<file path="config.mk">
export PLATFORM = sky130hd
export DESIGN_NAME = first_fit_block_allocator
export DESIGN_NICKNAME = d
export VERILOG_FILES = /design/src/rtl/core/ffba_pkg.sv /design/src/rtl/core/ffba_ctrl.sv /design/src/rtl/core/ffba_datapath.sv /design/src/rtl/core/first_fit_block_allocator.sv
export SDC_FILE = /design/constraint.sdc
export NUM_CORES = 2
export LEC_CHECK = 0
export BUFFER_PORTS_ARGS = -buffer_cell sky130_fd_sc_hd__buf_2
export CELL_PAD_IN_SITES_DETAIL_PLACEMENT = 2
export CELL_PAD_IN_SITES_GLOBAL_PLACEMENT = 2
export CORE_ASPECT_RATIO = 1.1
export CORE_MARGIN = 1
export CORE_UTILIZATION = 56
export CTS_BUF_LIST = sky130_fd_sc_hd__clkbuf_2 sky130_fd_sc_hd__clkbuf_4 sky130_fd_sc_hd__clkbuf_8
export CTS_CLUSTER_DIAMETER = 30
export DETAILED_ROUTE_END_ITERATION = 6
export PLACE_DENSITY_LB_ADDON = 0.1
export SLEW_MARGIN = 40
export SYNTH_ARGS = -nofsm -noshare
export SYNTH_HDL_FRONTEND = slang
export SYNTH_SLANG_ARGS = --single-unit
</file>
<file path="constraint.sdc">
create_clock -name clk -period 37.8 [get_ports clk]
set_input_delay 3.78 -clock clk [delete_from_list [all_inputs] [get_ports clk]]
set_output_delay 3.78 -clock clk [all_outputs]
set_load 0.02 [all_outputs]
</file>
<file path="src/rtl/core/ffba_pkg.sv">
// Shared types and constants for the first-fit block allocator.
`timescale 1ns / 1ps

package ffba_pkg;

	localparam int MAX_BLOCKS = 64;
	localparam int IDX_W = $clog2(MAX_BLOCKS);
	localparam int CNT_W = $clog2(MAX_BLOCKS + 1);
	localparam int ADDR_W = 32;
	localparam int SIZE_W = 24;
	localparam int CFG_IDX_W = 2;
	localparam logic [ADDR_W-1:0] HEADER_BYTES = 32'd24;

	typedef enum logic [CFG_IDX_W-1:0] {
		CFG_HEAP_START = 2'd0,
		CFG_HEAP_LIMIT = 2'd1
	} cfg_reg_t;

	typedef enum logic [1:0] {
		ST_OK        = 2'd0,
		ST_OOM       = 2'd1,
		ST_FULL      = 2'd2,
		ST_NOT_FOUND = 2'd3
	} status_t;

	localparam logic ACT_ALLOC = 1'b0;
	localparam logic ACT_FREE  = 1'b1;

	typedef struct packed {
		logic [ADDR_W-1:0] start;
		logic [SIZE_W-1:0] size;
		logic              free;
	} entry_t;

	typedef struct packed {
		logic load_req;
		logic scan_en;
		logic commit;
		logic found;
	} ctrl_cmd_t;

	typedef struct packed {
		logic hit;
		logic miss;
		logic out_free;
	} dp_status_t;

endpackage

</file>
<file path="src/rtl/core/ffba_ctrl.sv">
// Request sequencer: accept, table scan, commit.
`timescale 1ns / 1ps

module ffba_ctrl (
	input  logic                  clk,
	input  logic                  arst_n,
	input  logic                  in_valid,
	output logic                  in_stall,
	input  ffba_pkg::dp_status_t  dp_status,
	output ffba_pkg::ctrl_cmd_t   cmd
);

	typedef enum logic [1:0] {
		S_IDLE,
		S_SCAN,
		S_COMMIT
	} state_t;

	state_t state_q;
	logic   found_q;

	assign in_stall     = (state_q != S_IDLE);
	assign cmd.load_req = (state_q == S_IDLE) && in_valid;
	assign cmd.scan_en  = (state_q == S_SCAN);
	assign cmd.commit   = (state_q == S_COMMIT) && dp_status.out_free;
	assign cmd.found    = found_q;

	always_ff @(posedge clk or negedge arst_n) begin
		if (!arst_n) begin
			state_q <= S_IDLE;
			found_q <= 1'b0;
		end else begin
			case (state_q)
				S_IDLE: begin
					if (in_valid) begin
						state_q <= S_SCAN;
						found_q <= 1'b0;
					end
				end
				S_SCAN: begin
					if (dp_status.hit) begin
						found_q <= 1'b1;
						state_q <= S_COMMIT;
					end else if (dp_status.miss) begin
						state_q <= S_COMMIT;
					end
				end
				S_COMMIT: begin
					if (dp_status.out_free) begin
						state_q <= S_IDLE;
					end
				end
				default: begin
					state_q <= S_IDLE;
				end
			endcase
		end
	end

endmodule

</file>
<file path="src/rtl/core/ffba_datapath.sv">
// Block table memory, scan pipeline, heap registers and result register.
`timescale 1ns / 1ps

module ffba_datapath (
	input  logic                                   clk,
	input  logic                                   arst_n,
	input  ffba_pkg::ctrl_cmd_t                    cmd,
	output ffba_pkg::dp_status_t                   dp_status,
	input  logic                                   action,
	input  logic [ffba_pkg::SIZE_W-1:0]            request_size,
	input  logic [ffba_pkg::ADDR_W-1:0]            payload_address,
	input  logic                                   cfg_we,
	input  logic [ffba_pkg::CFG_IDX_W-1:0]         cfg_index,
	input  logic [ffba_pkg::ADDR_W-1:0]            cfg_value,
	output logic                                   out_valid,
	input  logic                                   out_stall,
	output logic [ffba_pkg::ADDR_W-1:0]            result_address,
	output logic [1:0]                             status,
	output logic                                   was_reused
);

	ffba_pkg::entry_t mem [ffba_pkg::MAX_BLOCKS];

	logic [ffba_pkg::ADDR_W-1:0] heap_limit_q;
	logic [ffba_pkg::ADDR_W-1:0] break_q;
	logic [ffba_pkg::CNT_W-1:0]  count_q;

	logic                        req_action_q;
	logic [ffba_pkg::SIZE_W-1:0] req_size_q;
	logic [ffba_pkg::ADDR_W-1:0] req_addr_q;

	logic [ffba_pkg::CNT_W-1:0]  scan_ptr_q;
	ffba_pkg::entry_t            rd_data_s1;
	logic [ffba_pkg::IDX_W-1:0]  chk_idx_s1;
	logic                        rd_valid_s1;

	logic                        out_valid_q;
	logic [ffba_pkg::ADDR_W-1:0] out_addr_q;
	ffba_pkg::status_t           out_status_q;
	logic                        out_reused_q;

	logic                        match;
	logic                        hit;
	logic                        issue;
	logic [ffba_pkg::ADDR_W+1:0] end_addr;
	logic                        oom;
	logic                        full;
	logic                        mem_we;
	logic [ffba_pkg::IDX_W-1:0]  mem_waddr;
	ffba_pkg::entry_t            mem_wdata;
	logic                        grow;

	always_comb begin
		if (req_action_q == ffba_pkg::ACT_ALLOC) begin
			match = rd_data_s1.free && (rd_data_s1.size >= req_size_q);
		end else begin
			match = ({1'b0, rd_data_s1.start} + {1'b0, ffba_pkg::HEADER_BYTES})
				== {1'b0, req_addr_q};
		end
	end

	assign hit   = cmd.scan_en && rd_valid_s1 && match;
	assign issue = cmd.scan_en && !hit && (scan_ptr_q < count_q);

	assign dp_status.hit      = hit;
	assign dp_status.miss     = cmd.scan_en && !rd_valid_s1 && (scan_ptr_q >= count_q);
	assign dp_status.out_free = !out_valid_q || !out_stall;

	assign end_addr = {2'b00, break_q} + {2'b00, ffba_pkg::HEADER_BYTES}
		+ {{(ffba_pkg::ADDR_W + 2 - ffba_pkg::SIZE_W){1'b0}}, req_size_q};
	assign oom  = end_addr > {2'b00, heap_limit_q};
	assign full = count_q == ffba_pkg::CNT_W'(ffba_pkg::MAX_BLOCKS);

	always_comb begin
		mem_we    = 1'b0;
		grow      = 1'b0;
		mem_waddr = chk_idx_s1;
		mem_wdata = rd_data_s1;
		if (cmd.commit) begin
			if (cmd.found) begin
				mem_we         = 1'b1;
				mem_wdata.free = (req_action_q == ffba_pkg::ACT_FREE);
			end else if (req_action_q == ffba_pkg::ACT_ALLOC && !oom && !full) begin
				mem_we          = 1'b1;
				grow            = 1'b1;
				mem_waddr       = count_q[ffba_pkg::IDX_W-1:0];
				mem_wdata.start = break_q;
				mem_wdata.size  = req_size_q;
				mem_wdata.free  = 1'b0;
			end
		end
	end

	always_ff @(posedge clk) begin
		if (mem_we) begin
			mem[mem_waddr] <= mem_wdata;
		end
		if (issue) begin
			rd_data_s1 <= mem[scan_ptr_q[ffba_pkg::IDX_W-1:0]];
			chk_idx_s1 <= scan_ptr_q[ffba_pkg::IDX_W-1:0];
		end
	end

	always_ff @(posedge clk) begin
		if (cmd.load_req) begin
			req_action_q <= action;
			req_size_q   <= request_size;
			req_addr_q   <= payload_address;
		end
	end

	always_ff @(posedge clk or negedge arst_n) begin
		if (!arst_n) begin
			scan_ptr_q  <= '0;
			rd_valid_s1 <= 1'b0;
		end else if (cmd.load_req) begin
			scan_ptr_q  <= '0;
			rd_valid_s1 <= 1'b0;
		end else begin
			rd_valid_s1 <= issue;
			if (issue) begin
				scan_ptr_q <= scan_ptr_q + 1'b1;
			end
		end
	end

	always_ff @(posedge clk or negedge arst_n) begin
		if (!arst_n) begin
			heap_limit_q <= '1;
			break_q      <= '0;
			count_q      <= '0;
		end else begin
			if (cfg_we) begin
				case (cfg_index)
					ffba_pkg::CFG_HEAP_START: begin
						if (count_q == '0) begin
							break_q <= cfg_value;
						end
					end
					ffba_pkg::CFG_HEAP_LIMIT: begin
						heap_limit_q <= cfg_value;
					end
					default: begin
					end
				endcase
			end
			if (grow) begin
				count_q <= count_q + 1'b1;
				break_q <= end_addr[ffba_pkg::ADDR_W-1:0];
			end
		end
	end

	always_ff @(posedge clk or negedge arst_n) begin
		if (!arst_n) begin
			out_valid_q <= 1'b0;
		end else if (cmd.commit) begin
			out_valid_q <= 1'b1;
		end else if (!out_stall) begin
			out_valid_q <= 1'b0;
		end
	end

	always_ff @(posedge clk) begin
		if (cmd.commit) begin
			out_addr_q   <= '0;
			out_status_q <= ffba_pkg::ST_OK;
			out_reused_q <= 1'b0;
			if (req_action_q == ffba_pkg::ACT_ALLOC) begin
				if (cmd.found) begin
					out_addr_q   <= rd_data_s1.start + ffba_pkg::HEADER_BYTES;
					out_reused_q <= 1'b1;
				end else if (oom) begin
					out_status_q <= ffba_pkg::ST_OOM;
				end else if (full) begin
					out_status_q <= ffba_pkg::ST_FULL;
				end else begin
					out_addr_q <= break_q + ffba_pkg::HEADER_BYTES;
				end
			end else if (!cmd.found) begin
				out_status_q <= ffba_pkg::ST_NOT_FOUND;
			end
		end
	end

	assign out_valid      = out_valid_q;
	assign result_address = out_addr_q;
	assign status         = out_status_q;
	assign was_reused     = out_reused_q;

`ifndef SYNTHESIS
	a_count_bound: assert property (@(posedge clk) disable iff (!arst_n)
		count_q <= ffba_pkg::CNT_W'(ffba_pkg::MAX_BLOCKS))
		else $error("block count beyond table depth");

	a_count_step: assert property (@(posedge clk) disable iff (!arst_n)
		grow |=> count_q == $past(count_q) + 1'b1)
		else $error("block count did not advance on new block");

	a_scan_in_range: assert property (@(posedge clk) disable iff (!arst_n)
		rd_valid_s1 |-> {1'b0, chk_idx_s1} < count_q)
		else $error("scan read past last table entry");

	a_commit_loads_out: assert property (@(posedge clk) disable iff (!arst_n)
		cmd.commit |-> !out_valid_q || !out_stall)
		else $error("result overwritten while stalled");
`endif

endmodule

</file>
<file path="src/rtl/core/first_fit_block_allocator.sv">
// First-fit heap block allocator: top level.
//
// Input channel (in_valid/in_stall) takes one request per transaction: action 0
// allocates request_size payload bytes, action 1 frees payload_address.
// Output channel (out_valid/out_stall) returns exactly one result per request:
// result_address, status (ok, out of memory, table full, not found), was_reused.
// The config channel (cfg_valid/cfg_ready, always ready) writes heap_start
// (index 0: moves the break, only while the table is empty) and heap_limit
// (index 1); other indexes are ignored. Write config only while idle.
// A request scans the block table in creation order, one entry per cycle
// through the single read port of the table memory. The scan stops at the
// first fit or match, else after all blocks of the table are read.
// One request is in flight at a time; the next one is taken at the edge after
// its predecessor enters the result register. While the receiver stalls,
// the result holds and a finished request waits in its commit step. Reset
// clears the table count, the break, the scan state and out_valid and sets
// heap_limit to all ones; table contents are not cleared, entries past the
// count are never read.
`timescale 1ns / 1ps

module first_fit_block_allocator (
	input  logic                           clk,
	input  logic                           arst_n,
	input  logic                           in_valid,
	output logic                           in_stall,
	input  logic                           action,
	input  logic [ffba_pkg::SIZE_W-1:0]    request_size,
	input  logic [ffba_pkg::ADDR_W-1:0]    payload_address,
	output logic                           out_valid,
	input  logic                           out_stall,
	output logic [ffba_pkg::ADDR_W-1:0]    result_address,
	output logic [1:0]                     status,
	output logic                           was_reused,
	input  logic                           cfg_valid,
	output logic                           cfg_ready,
	input  logic [ffba_pkg::CFG_IDX_W-1:0] cfg_index,
	input  logic [ffba_pkg::ADDR_W-1:0]    cfg_value
);

	ffba_pkg::ctrl_cmd_t  cmd;
	ffba_pkg::dp_status_t dp_status;

	assign cfg_ready = 1'b1;

	ffba_ctrl u_ctrl (
		.clk       (clk),
		.arst_n    (arst_n),
		.in_valid  (in_valid),
		.in_stall  (in_stall),
		.dp_status (dp_status),
		.cmd       (cmd)
	);

	ffba_datapath u_datapath (
		.clk             (clk),
		.arst_n          (arst_n),
		.cmd             (cmd),
		.dp_status       (dp_status),
		.action          (action),
		.request_size    (request_size),
		.payload_address (payload_address),
		.cfg_we          (cfg_valid && cfg_ready),
		.cfg_index       (cfg_index),
		.cfg_value       (cfg_value),
		.out_valid       (out_valid),
		.out_stall       (out_stall),
		.result_address  (result_address),
		.status          (status),
		.was_reused      (was_reused)
	);

endmodule

</file>
==> impl_metrics.csv, run 1 <==
group,metric,value,unit
synth,ys_warn_count,0,
synth,synth_largest_area_cell,"edfxtp_1",
floorplan,fp-row-count,200,
synth,ys_async_sr_fraction,0.02136,
synth,synthCells,6630,
synth,synth_seq_area_share,0.7622,
synth,synth_xor_area_frac,0.006633,
placed_design,hpwl,393.3,mm
synth,synth-seq-cells,3886,
floorplan,start_util,0.5641,
outcome,stop_stage,"detailed placement",
floorplan,die_h,549.5,microns
synth,synth.most_common_cell,"edfxtp_1",
synth,synth_area,152600,sq um
placed_design,numPortBuffers,132,
synth,synth_fp_nets,6821,
synth,synth_common_cells,"edfxtp_1 (3803), mux4_2 (1197), clkbuf_1 (232)",
synth,yosys.area_share.simple,0.01792,
floorplan,ios,134,
synth,synth_ff_type,"edfxtp_1",
synth,synthAdderAreaFrac,0.007839,
placed_design,place_congestion,0.9171,
synth,yosysUniqueCellTypes,90,
outcome,status,"did not finish",
synth,synth-edff-count,3803,
synth,synth_area_leaders,"edfxtp_1 (75%), mux4_2 (18%), dfrtp_1 (0.84%)",
floorplan,die_w,499.7,microns
synth,synth_top_family_by_area,"multiplexers",
synth,yosys-mux-area-fraction,0.1821,
synth,syn_avg_cell_area,23.02,sq um
outcome,error,"[ERROR DPL-0033] detailed placement checks failed during check placement.",
synth,synth_compound_area_frac,0.01232,
synth,synth_top_area_frac,0.7484,
## stage by stage
step              instances  setup slack [ps]  hold slack, ps
global placement      10300             27090           551.0
floorplan              6630             24570           451.2
## cells by family after synthesis
group | after synthesis
other cells | 1
compound gates | 292
buf+inv | 429
simple gates | 537
flops | 3886
mux | 1276
fa+ha+maj | 95
xor+xnor | 114
==> inputs of run 2 (changes only) <==
- CELL_PAD_IN_SITES_DETAIL_PLACEMENT: 2 -> unset
- CELL_PAD_IN_SITES_GLOBAL_PLACEMENT: 2 -> unset
- CORE_ASPECT_RATIO: 1.1 -> unset
- CORE_UTILIZATION: 56 -> 40
- CTS_BUF_LIST: sky130_fd_sc_hd__clkbuf_2 sky130_fd_sc_hd__clkbuf_4 sky130_fd_sc_hd__clkbuf_8 -> unset
- CTS_CLUSTER_DIAMETER: 30 -> unset
- PLACE_DENSITY_LB_ADDON: 0.1 -> 0.15
==> run 2 against run 1 <==
  * The flow now finishes without violations
  * Synthesized area stayed put
  * Synthesized cell count unchanged
==> impl_metrics.csv, run 2 <==
group,metric,value,unit
routing,drt_iter0_markers,8828,
placed_design,place_congestion,0.8869,
pwr,power-per-cell-area,79.90,nW/um^2
synth,synth.most_common_cell,"edfxtp_1",
hold_path,min-delay-path-class,"flip-flop to flip-flop",
routing,antenna_left,0,
outcome,status,"finished clean",
cells_and_area,largest_reg_flops,3648,
synth,synth-seq-cells,3886,
routing,viasPerCell,5.924,
cells_and_area,nets,7325,
critical_path,crit_fanout,52,
timing,finalSetupViolCount,0,
cells_and_area,mostFrequentLayoutCell,"edfxtp_1",
critical_path,rrSetupSlack,28130,ps
global_routing,grt_pass1_wl,624.5,mm
synth,yosysUniqueCellTypes,90,
clock_tree,tritoncts,"done",
cells_and_area,final_area,175200,sq um
synth,ys_warn_count,0,
timing,period_minus_slack,9667,ps
timing,min_period_over_period,0.2557,
clock_tree,clk_pin_slew,60,ps
global_routing,antenna_found_initial,28,
routing,dr.pass1.iters,6,
floorplan,die_w,619.7,microns
critical_path,crit_arrival,10230,ps
floorplan,coreArea,379200,sq um
synth,synth_common_cells,"edfxtp_1 (3803), mux4_2 (1197), clkbuf_1 (232)",
critical_path,slowest_stage,"buf_4",
cells_and_area,reg.largest.list,"u_datapath.mem x3648, u_datapath.rd_data_s1 x57",
synth,synthCells,6630,
timing,hold_violations,0,
pwr,ir_drop,0.00007005,V
global_routing,grt_pass1_vias,74660,
synth,syn_avg_cell_area,23.02,sq um
cells_and_area,drive_gt1_frac,0.3229,
pwr,p_leak,54.94,nW
synth,synth_seq_area_share,0.7622,
synth,synth_fp_nets,6821,
critical_path,crit_path_end_kind,"flip-flop",
cells_and_area,area_growth_syn_to_layout,14.81,%
global_routing,grt_usage,0.2355,
clock_tree,h-tree-depth,5,
clock_tree,root_buffer,"clkbuf_16",
timing,fmax,103.4,MHz
global_routing,grt_max_degree,122,
placed_design,hpwl,267.3,mm
critical_path,cp.required,38360,ps
routing,drt-total-wl,452.9,mm
clock_tree,cts_buffers,410,
clock_tree,cts_resized,0,
timing,rsz0062_at_grt,"no",
critical_path,cp_slowest_stage_delay,720,ps
synth,synth_ff_type,"edfxtp_1",
cells_and_area,fillerInstances,31140,
timing,fin_skew,69.02,ps
timing,worst_pin_slew,905.4,ps
global_routing,grt_overflow,0,
synth,synth-edff-count,3803,
synth,synth_area_leaders,"edfxtp_1 (75%), mux4_2 (18%), dfrtp_1 (0.84%)",
timing,fin_setup_tns,0,ps
placed_design,numPortBuffers,132,
timing,relSlewSlack,0.3918,
synth,ys_async_sr_fraction,0.02136,
cells_and_area,layout_common_cells,"edfxtp_1 (3803), mux4_2 (1197), clkbuf_16 (414)",
floorplan,fp-row-count,226,
clock_tree,ctsHoldBuffers,0,
routing,num_vias,74060,
critical_path,start_kind,"flip-flop",
floorplan,ios,134,
timing,slew_violations,0,
clock_tree,cts_buffer_depth,4,
floorplan,start_util,0.4024,
floorplan,die_h,619.7,microns
placed_design,dpl_cell_area,161700,sq um
floorplan,die-area,384000,sq um
cells_and_area,top_register,"u_datapath.mem",
job,drv_cap,0,
critical_path,crit_type,"flip-flop to flip-flop",
clock_tree,cts.repair_timing.setup_buffer_count,0,
synth,synth_area,152600,sq um
synth,synth_largest_area_cell,"edfxtp_1",
clock_tree,clock-sinks,3886,
pwr,total_power,14.00,mW
clock_tree,clk_latency,990,ps
routing,routedWlPerCell,36.23,microns
synth,synth_top_area_frac,0.7484,
routing,route.detailed.drc,0,
## run 2: layout make-up
class                           instances  area, sq um  area share
Clock buffer                          492        10660     0.06086
Sequential cell                      3886       116300      0.6641
Multi-Input combinational cell       2315        35590      0.2031
Timing Repair Buffer                  425         3640     0.02078
Inverter                               96        360.3    0.002057
Tap cell                             5016         6276     0.03582
Clock inverter                        259         2298     0.01312
Antenna cell                           12        30.03   0.0001714
## run 2: cell families after synthesis
logic type,synth area share
compound gates,0.01232
flops,0.7622
simple gates,0.01792
fa+ha+maj,0.007839
xor+xnor,0.006633
other cells,0.00002457
mux,0.1821
buf+inv,0.01087
## run 2: path summary, 6_finish.rpt
path,from,endpoint,depth (start not counted)
worst max-delay path,u_datapath.break_q[3],u_datapath.mem[58][41],27
worst min-delay path,u_ctrl.state_q[1],u_datapath.out_valid,2
worst max register to register,u_datapath.break_q[3],u_datapath.mem[58][41],27
worst min register to register,u_ctrl.state_q[1],u_datapath.out_valid,2
max in group asynchronous,arst_n,u_datapath.scan_ptr_q[4],2
min in group asynchronous,arst_n,u_datapath.out_valid,1
## run 2: report_power, final
group	total [mW]	internal (mW)	switching [mW]
logic	4.37	1.60	2.77
clock network	3.92	2.23	1.69
registers	5.70	5.55	0.158
total	14.0	9.38	4.62
## run 2: layer usage
layer	wire length [microns]	track usage	up-vias
met4	9968	0.05238	8
met5	53	0	-
met3	32880	0.03979	524
met1	197300	0.3456	41250
met2	212700	0.3707	2927
li1	-	-	29350
## run 2: critical path, delay by kind of cell (launching register included)
kind,cells,cell delay (ps)
simple gates,13,3580
buf+inv,4,1600
compound gates,3,1300
fa+ha+maj,3,1070
mux,2,860
flops,1,460
xor+xnor,2,280
## run 2: stage by stage
stage	instances	worst slack [ps]	util	hold slack, ps
CTS	12470	28140	0.4606	573.7
finish	12500	28130	0.4620	570.7
detailed placement	11720	28220	0.4265	566.1
global placement	11700	28170	0.4250	551.8
global route	12490	27450	0.4619	607.5
floorplan	6630	24570	-	451.2
Note: power is estimated with default switching activity, not from simulation.
